<file path="config.mk">
export PLATFORM = sky130hd
export DESIGN_NAME = ihmb_line_update
export DESIGN_NICKNAME = d
export VERILOG_FILES = /design/src/rtl/ihmb_pkg.sv /design/src/rtl/ihmb_line_update.sv
export SDC_FILE = /design/constraint.sdc
export NUM_CORES = 2
export LEC_CHECK = 0
export ABC_CLOCK_PERIOD_IN_PS = 7100
export BUFFER_PORTS_ARGS = -buffer_cell sky130_fd_sc_hd__buf_2
export CAP_MARGIN = 20
export CORE_AREA = 2 2 442 444
export DETAILED_ROUTE_END_ITERATION = 12
export DIE_AREA = 0 0 444 446
export SLEW_MARGIN = 30
export SYNTH_ARGS = -nofsm -noshare
export SYNTH_HDL_FRONTEND = slang
export SYNTH_SLANG_ARGS = --single-unit
</file>
<file path="constraint.sdc">
create_clock -name vclk -period 7.1
set_clock_uncertainty 0.2 [all_clocks]
set_input_delay 0.71 -clock vclk [all_inputs]
set_output_delay 0.71 -clock vclk [all_outputs]
set_load 0.02 [all_outputs]
</file>
<file path="src/rtl/ihmb_pkg.sv">
// ----------------------------------------------------------------------------
// ihmb_pkg
// Types and constants shared by the bucketed integer hash map.
// ----------------------------------------------------------------------------
package ihmb_pkg;

  localparam int unsigned BucketCount = 1024;
  localparam int unsigned BucketWays  = 8;
  localparam int unsigned BucketW     = $clog2(BucketCount);
  localparam int unsigned WayW        = $clog2(BucketWays);
  localparam int unsigned FillW       = $clog2(BucketWays + 1);
  localparam int unsigned KeyW        = 32;
  localparam int unsigned DataW       = 32;
  localparam int unsigned LineW       = BucketWays * (KeyW + DataW) + FillW;
  localparam int unsigned EpochW      = 8;

  typedef enum logic [1:0] {
    REQ_SET    = 2'd0,
    REQ_LOOKUP = 2'd1,
    REQ_DELETE = 2'd2,
    REQ_CLEAR  = 2'd3
  } req_e;

  typedef enum logic [1:0] {
    ST_OK       = 2'd0,
    ST_NOT_FOUND = 2'd1,
    ST_FULL     = 2'd2,
    ST_RSVD     = 2'd3
  } status_e;

  typedef struct packed {
    logic [1:0]              req_type;
    logic signed [KeyW-1:0]  key;
    logic signed [DataW-1:0] data_in;
  } req_t;

  typedef struct packed {
    logic [1:0]              status;
    logic signed [DataW-1:0] data_out;
  } rsp_t;

  // One bucket line: entries in order plus the fill count
  typedef struct packed {
    logic [BucketWays-1:0][KeyW-1:0]  keys;
    logic [BucketWays-1:0][DataW-1:0] vals;
    logic [FillW-1:0]                 fill;
  } line_t;

  // Non-negative remainder; BucketCount is a power of two, so low bits do it
  function automatic logic [BucketW-1:0] bucket_of(input logic [KeyW-1:0] k);
    return k[BucketW-1:0];
  endfunction

endpackage

</file>
<file path="src/rtl/ihmb_line_update.sv">
// ----------------------------------------------------------------------------
// ihmb_line_update
// Combines one bucket line with a request: way match, append, delete shift.
// ----------------------------------------------------------------------------
module ihmb_line_update (
  input  ihmb_pkg::line_t line_i,
  input  ihmb_pkg::req_t  req_i,
  input  logic            epoch_ok_i,
  output ihmb_pkg::line_t line_o,
  output logic            wr_o,
  output ihmb_pkg::rsp_t  rsp_o
);
  import ihmb_pkg::*;

  logic [FillW-1:0]      fill;
  logic [BucketWays-1:0] hit;
  logic [WayW-1:0]       way;
  logic                  found;

  // Stale epoch means the bucket was cleared since written
  always_comb begin
    fill = epoch_ok_i ? line_i.fill : '0;
    if (fill > FillW'(BucketWays)) fill = FillW'(BucketWays);
  end

  // Ways below the fill count are compared in parallel; first match wins
  always_comb begin
    hit   = '0;
    way   = '0;
    found = 1'b0;
    for (int i = 0; i < BucketWays; i++) begin
      hit[i] = (FillW'(i) < fill) && (line_i.keys[i] == req_i.key);
    end
    for (int i = BucketWays - 1; i >= 0; i--) begin
      if (hit[i]) begin
        way   = WayW'(i);
        found = 1'b1;
      end
    end
  end

  // Modify the line
  always_comb begin
    line_o          = line_i;
    line_o.fill     = fill;
    wr_o            = 1'b0;
    rsp_o.status    = ST_OK;
    rsp_o.data_out  = '0;
    case (req_i.req_type)
      REQ_SET: begin
        wr_o = 1'b1;
        if (found) begin
          line_o.vals[way] = req_i.data_in;
        end else if (fill < FillW'(BucketWays)) begin
          line_o.keys[fill[WayW-1:0]] = req_i.key;
          line_o.vals[fill[WayW-1:0]] = req_i.data_in;
          line_o.fill = fill + 1'b1;
        end else begin
          rsp_o.status = ST_FULL;
        end
      end
      REQ_LOOKUP: begin
        if (found) rsp_o.data_out = line_i.vals[way];
        else       rsp_o.status   = ST_NOT_FOUND;
      end
      REQ_DELETE: begin
        if (found) begin
          wr_o = 1'b1;
          // close the gap: each way from the hit up to the last but one takes its successor
          for (int i = 0; i < BucketWays - 1; i++) begin
            if (WayW'(i) >= way) begin
              line_o.keys[i] = line_i.keys[i+1];
              line_o.vals[i] = line_i.vals[i+1];
            end
          end
          line_o.fill = fill - 1'b1;
        end else begin
          rsp_o.status = ST_NOT_FOUND;
        end
      end
      default: ;
    endcase
  end

endmodule

</file>
==> Yosys cells after proc, flatten, opt, wreduce, memory -nomap -nowiden <==
Index checks and enable logic that the tools add are counted.
{ "word_totals": {"register_bits": 0, "input_bits": 583, "output_inout_bits": 551, "wordCells": 104} }
{ "classes": {"add_sub_neg": 2, "magnitude_cmp": 21, "n_eq_ne": 10, "muxes": 59, "n_reduce_logical": 12} }
{ "op_table": {"columns": ["op", "count"], "rows": [
  ["bitwise mux 256 bit", 3],
  ["2-to-1 mux 32 bit", 21],
  ["2-to-1 mux 516 bit", 1],
  ["2-to-1 mux 256 bit", 2],
  ["one-hot mux 228 bit (2 select lines)", 1],
  ["one-hot mux 224 bit (2 select lines)", 1],
  ["== test 32 bit", 8],
  ["2-to-1 mux 228 bit", 1],
  ["2-to-1 mux 224 bit", 1],
  ["demux 32 bit (select 3 bit)", 2],
  ["binary-select mux 32 bit (select 3 bit)", 1],
  ["2-to-1 mux 3 bit", 8],
  ["< comparator 3 x 4 -> 1 bit, first input constant", 4],
  ["2-to-1 mux 4 bit", 3],
  ["logical AND 1 bit", 10],
  ["2-to-1 mux 1 bit", 10],
  [">= comparator 3 bit, first input constant", 3],
  ["< comparator 1 x 4 -> 1 bit, first input constant", 2],
  ["< comparator 2 x 4 -> 1 bit, first input constant", 2],
  ["< comparator 3 x 4 -> 1 bit, second input constant", 2],
  [">= comparator 1 x 3 -> 1 bit, first input constant", 2],
  [">= comparator 2 x 3 -> 1 bit, first input constant", 2],
  [">= comparator 3 x 1 -> 1 bit, second input constant", 2],
  ["adder 4 x 1 -> 4 bit, second input constant", 1],
  ["10 further kinds", 11]
]} }

==> Logic depth before layout (Yosys ltp) <==
{ "logic_depth": {"depth_word": 20, "depth_mapped": 17, "depth_no_buf": 13} }

==> Least setup slack after synthesis <==
OpenSTA, ideal clock, no wires.
{ "synth_path": {"kind": "input to output", "startpoint": "input port req_i[63] (netlist name)", "endpoint": "output port rsp_o[0] (netlist name)", "arrival_ns": 3.841, "setup_slack_ns": 2.349, "stages": 11, "path_buffers": 2, "cell_sequence": "buf_2 > xor2_1 > or3_1 > or4b_1 > nor4_1 > inv_1 > a221oi_2 > o21ai_1 > buf_2 > mux2i_1 > a221oi_1"} }
{ "synth_lines": {"columns": ["element", "line", "text"], "rows": [
  ["start: declaration", "ihmb_line_update.sv:7", "input ihmb_pkg::req_t req_i,"],
  ["end: declaration", "ihmb_line_update.sv:11", "output ihmb_pkg::rsp_t rsp_o"]
]} }

==> impl_metrics.ini <==
[power_and_ir_drop]
switchingPower_mw = 1.72
p_sw_share_pct = 71.5
max-vdd-ir-drop_uv = 71.9
p_leak_nw = 13.3
p_seq_share_pct = 0
p_int_mw = 0.684
p_total_mw = 2.40
p_comb_share_pct = 100.0
power.density_nw_per_um2 = 82.5
clock_power_share_pct = 0

[place]
place_ws_ns = 0.306
placed_area_um2 = 29000
place_hpwl_um = 220000
dp_cells = 6274
gp_congestion = 0.988
port_buffers = 1134

[timing]
grt_setup_unrepaired = false
finalSetupViolations = 0
setup_tns_ns = 0
period_share_pct = 96.4
hold_violations = 0
slew_headroom_pct = 25.6
worst_pin_slew_ns = 1.12
fin_ws_ns = 0.258
slew_violations = 0
whs_ns = 1.59
post-route-min-period_ns = 6.84
fmax_mhz = 146

[logic_synthesis]
ys_warn_count = 0
seq_area_frac_synth_pct = 0
netlist_area_um2 = 19700
ys_types = 81
synthMuxAreaShare_pct = 27.7
synth_simple_gate_area_share_pct = 18.6
synthCells = 2776
synthAdderAreaFrac_pct = 0.508
synth_top_family_by_area = compound AO/OA/AOI/OAI gates
synth-compound-area-share_pct = 31.5
synth_nets = 3367
synth_area_per_cell_um2 = 7.09
synth_xor_area_share_pct = 11.4

[floorplanning]
ioPinCount = 1134
dieHeight_um = 446
rows = 162
start_util_pct = 10.2
die-area_um2 = 198000
coreArea_um2 = 194000
die_w_um = 444

[finish]
finalCoreUtilization_pct = 15.0
n_fill_cell = 22473
drive_gt1_share_pct = 39.1
seq_cells = 0
final_common_cell = buf_2
nNetsFinal = 4325
seq_area_um2 = 0
n_clock_buffer = 0
syn2layout_area_growth_pct = 47.8
design_area_um2 = 29100
fin_cells = 6323
final_cell_mix = buf_2, mux2i_1, nand2_1, o221ai_1, xor2_1

[global_route]
grt_max_degree = 117
grt_first_pass_wirelength_um = 328000
grt_usage_pct = 25.0
antenna_found_initial = 135
grt_pass1_vias = 28846
gr-total-overflow = 0

[setup_path]
worst-path-max-fanout = 16
cp_common_cell = buf_4
required_ns = 6.19
start_kind = input pin
cpMaxStageDelayCell = nor4_2
crit_chain = buf_2, xor2_1, nor4_1, nand4_1, nor4_2, or4_1, nor2_1, nand2_1, buf_4, mux2i_1, o21ai_1, buf_4, buf_12
critical_path_arrival_ns = 5.93
crit_path_end_kind = output port
critical_path_depth = 13
cp_top_family = simple AND/OR/NAND/NOR gates
worst-path-buf-inv = 4
critical_path_class = in -> out
slowest_delay_ns = 0.80

[cts]
ctsHoldBuffers = 0
cts.repair.resized = 0
cts_post_setup_buffers_inserted = 0

[outcome]
status = completed

[route]
vias = 31789
final_antenna_net_count = 0
viasPerCell = 5.03
firstDrtPassIters = 9
drt-initial-drc-count = 4869
drc = 0
wl_per_cell_um = 41.7
drt-total-wl_um = 264000

[worst_hold_path]
holdPathEnd = line_o[270]
hold_path.class = in -> out
hp-start = line_i[270]
holdPathStages = 4

[run]
max_cap_violations = 0
## synth_stat cells (all sizes together) (45+ instances only)
library cell / instances / area, um2
nand4: 46 / 294
o21ai: 52 / 268
xor2: 145 / 1270
a21o: 58 / 435
buf: 142 / 852
inv: 113 / 424
a22oi: 54 / 419
clkbuf: 198 / 744
a222oi: 89 / 891
a221o: 45 / 450
mux2: 100 / 1130
o221ai: 218 / 1910
nor4: 60 / 418
mux2i: 432 / 4320
nand2: 361 / 1370
nor2: 139 / 532
a22o: 56 / 490
a21oi: 56 / 280
xnor2: 112 / 981
## layer usage
metal | vias to the layer above | global-route usage [%] | part of all wire, %
met5 | - | 0 | 0.063
met4 | 24 | 10.5 | 5.2
met1 | 16151 | 31.0 | 39
li1 | 12641 | - | -
met3 | 536 | 4.24 | 7.9
met2 | 2437 | 42.4 | 48
## worst max-delay path by stage
| stage | startpoint | endpoint | slack, ns |
|---|---|---|---|
| floorplan | req_i[63] | rsp_o[0] | 2.35 |
| finish | req_i[46] | line_o[315] | 0.26 |
| global placement | epoch_ok_i | line_o[315] | -0.08 |
| CTS | epoch_ok_i | line_o[315] | 0.28 |
| global route | line_i[3] | line_o[315] | 0.1 |
| detailed placement | epoch_ok_i | line_o[315] | 0.31 |
## worst min-delay path, cell delays in order
cell and delay (ns):
buf_2 0.10, nand2_1 0.05, nand2_1 0.06, buf_2 0.16
## power groups by stage
| stage | registers [mW] | logic (mW) | clock network [mW] |
|---|---|---|---|
| CTS | 0 | 2.38 | 0 |
| global placement | 0 | 2.36 | 0 |
| floorplan | 0 | 1.06 | 0 |
| finish | 0 | 2.40 | 0.000000657 |
| global route | 0 | 2.46 | 0.000000686 |
| detailed placement | 0 | 2.37 | 0 |
## cell type report
class              count  area, um2  share of cell area [%]
diodes                49        123                   0.421
inverters            114        443                    1.52
multi-input cells   2322      17900                    61.5
well taps           2542       3180                    10.9
repair buffers      1296       7460                    25.6
## cell families (layout without fill, tap and decap cells)
kind of cell,count (synthesis),after routing
other,0,49
adders and majority gates,8,8
xor gates and xnor gates,257,257
muxes,532,532
AOI/OAI and AO/OA,762,762
buffers and inverters,454,1410
and+or+nand+nor,763,763
(Power assumes the default switching activity.)
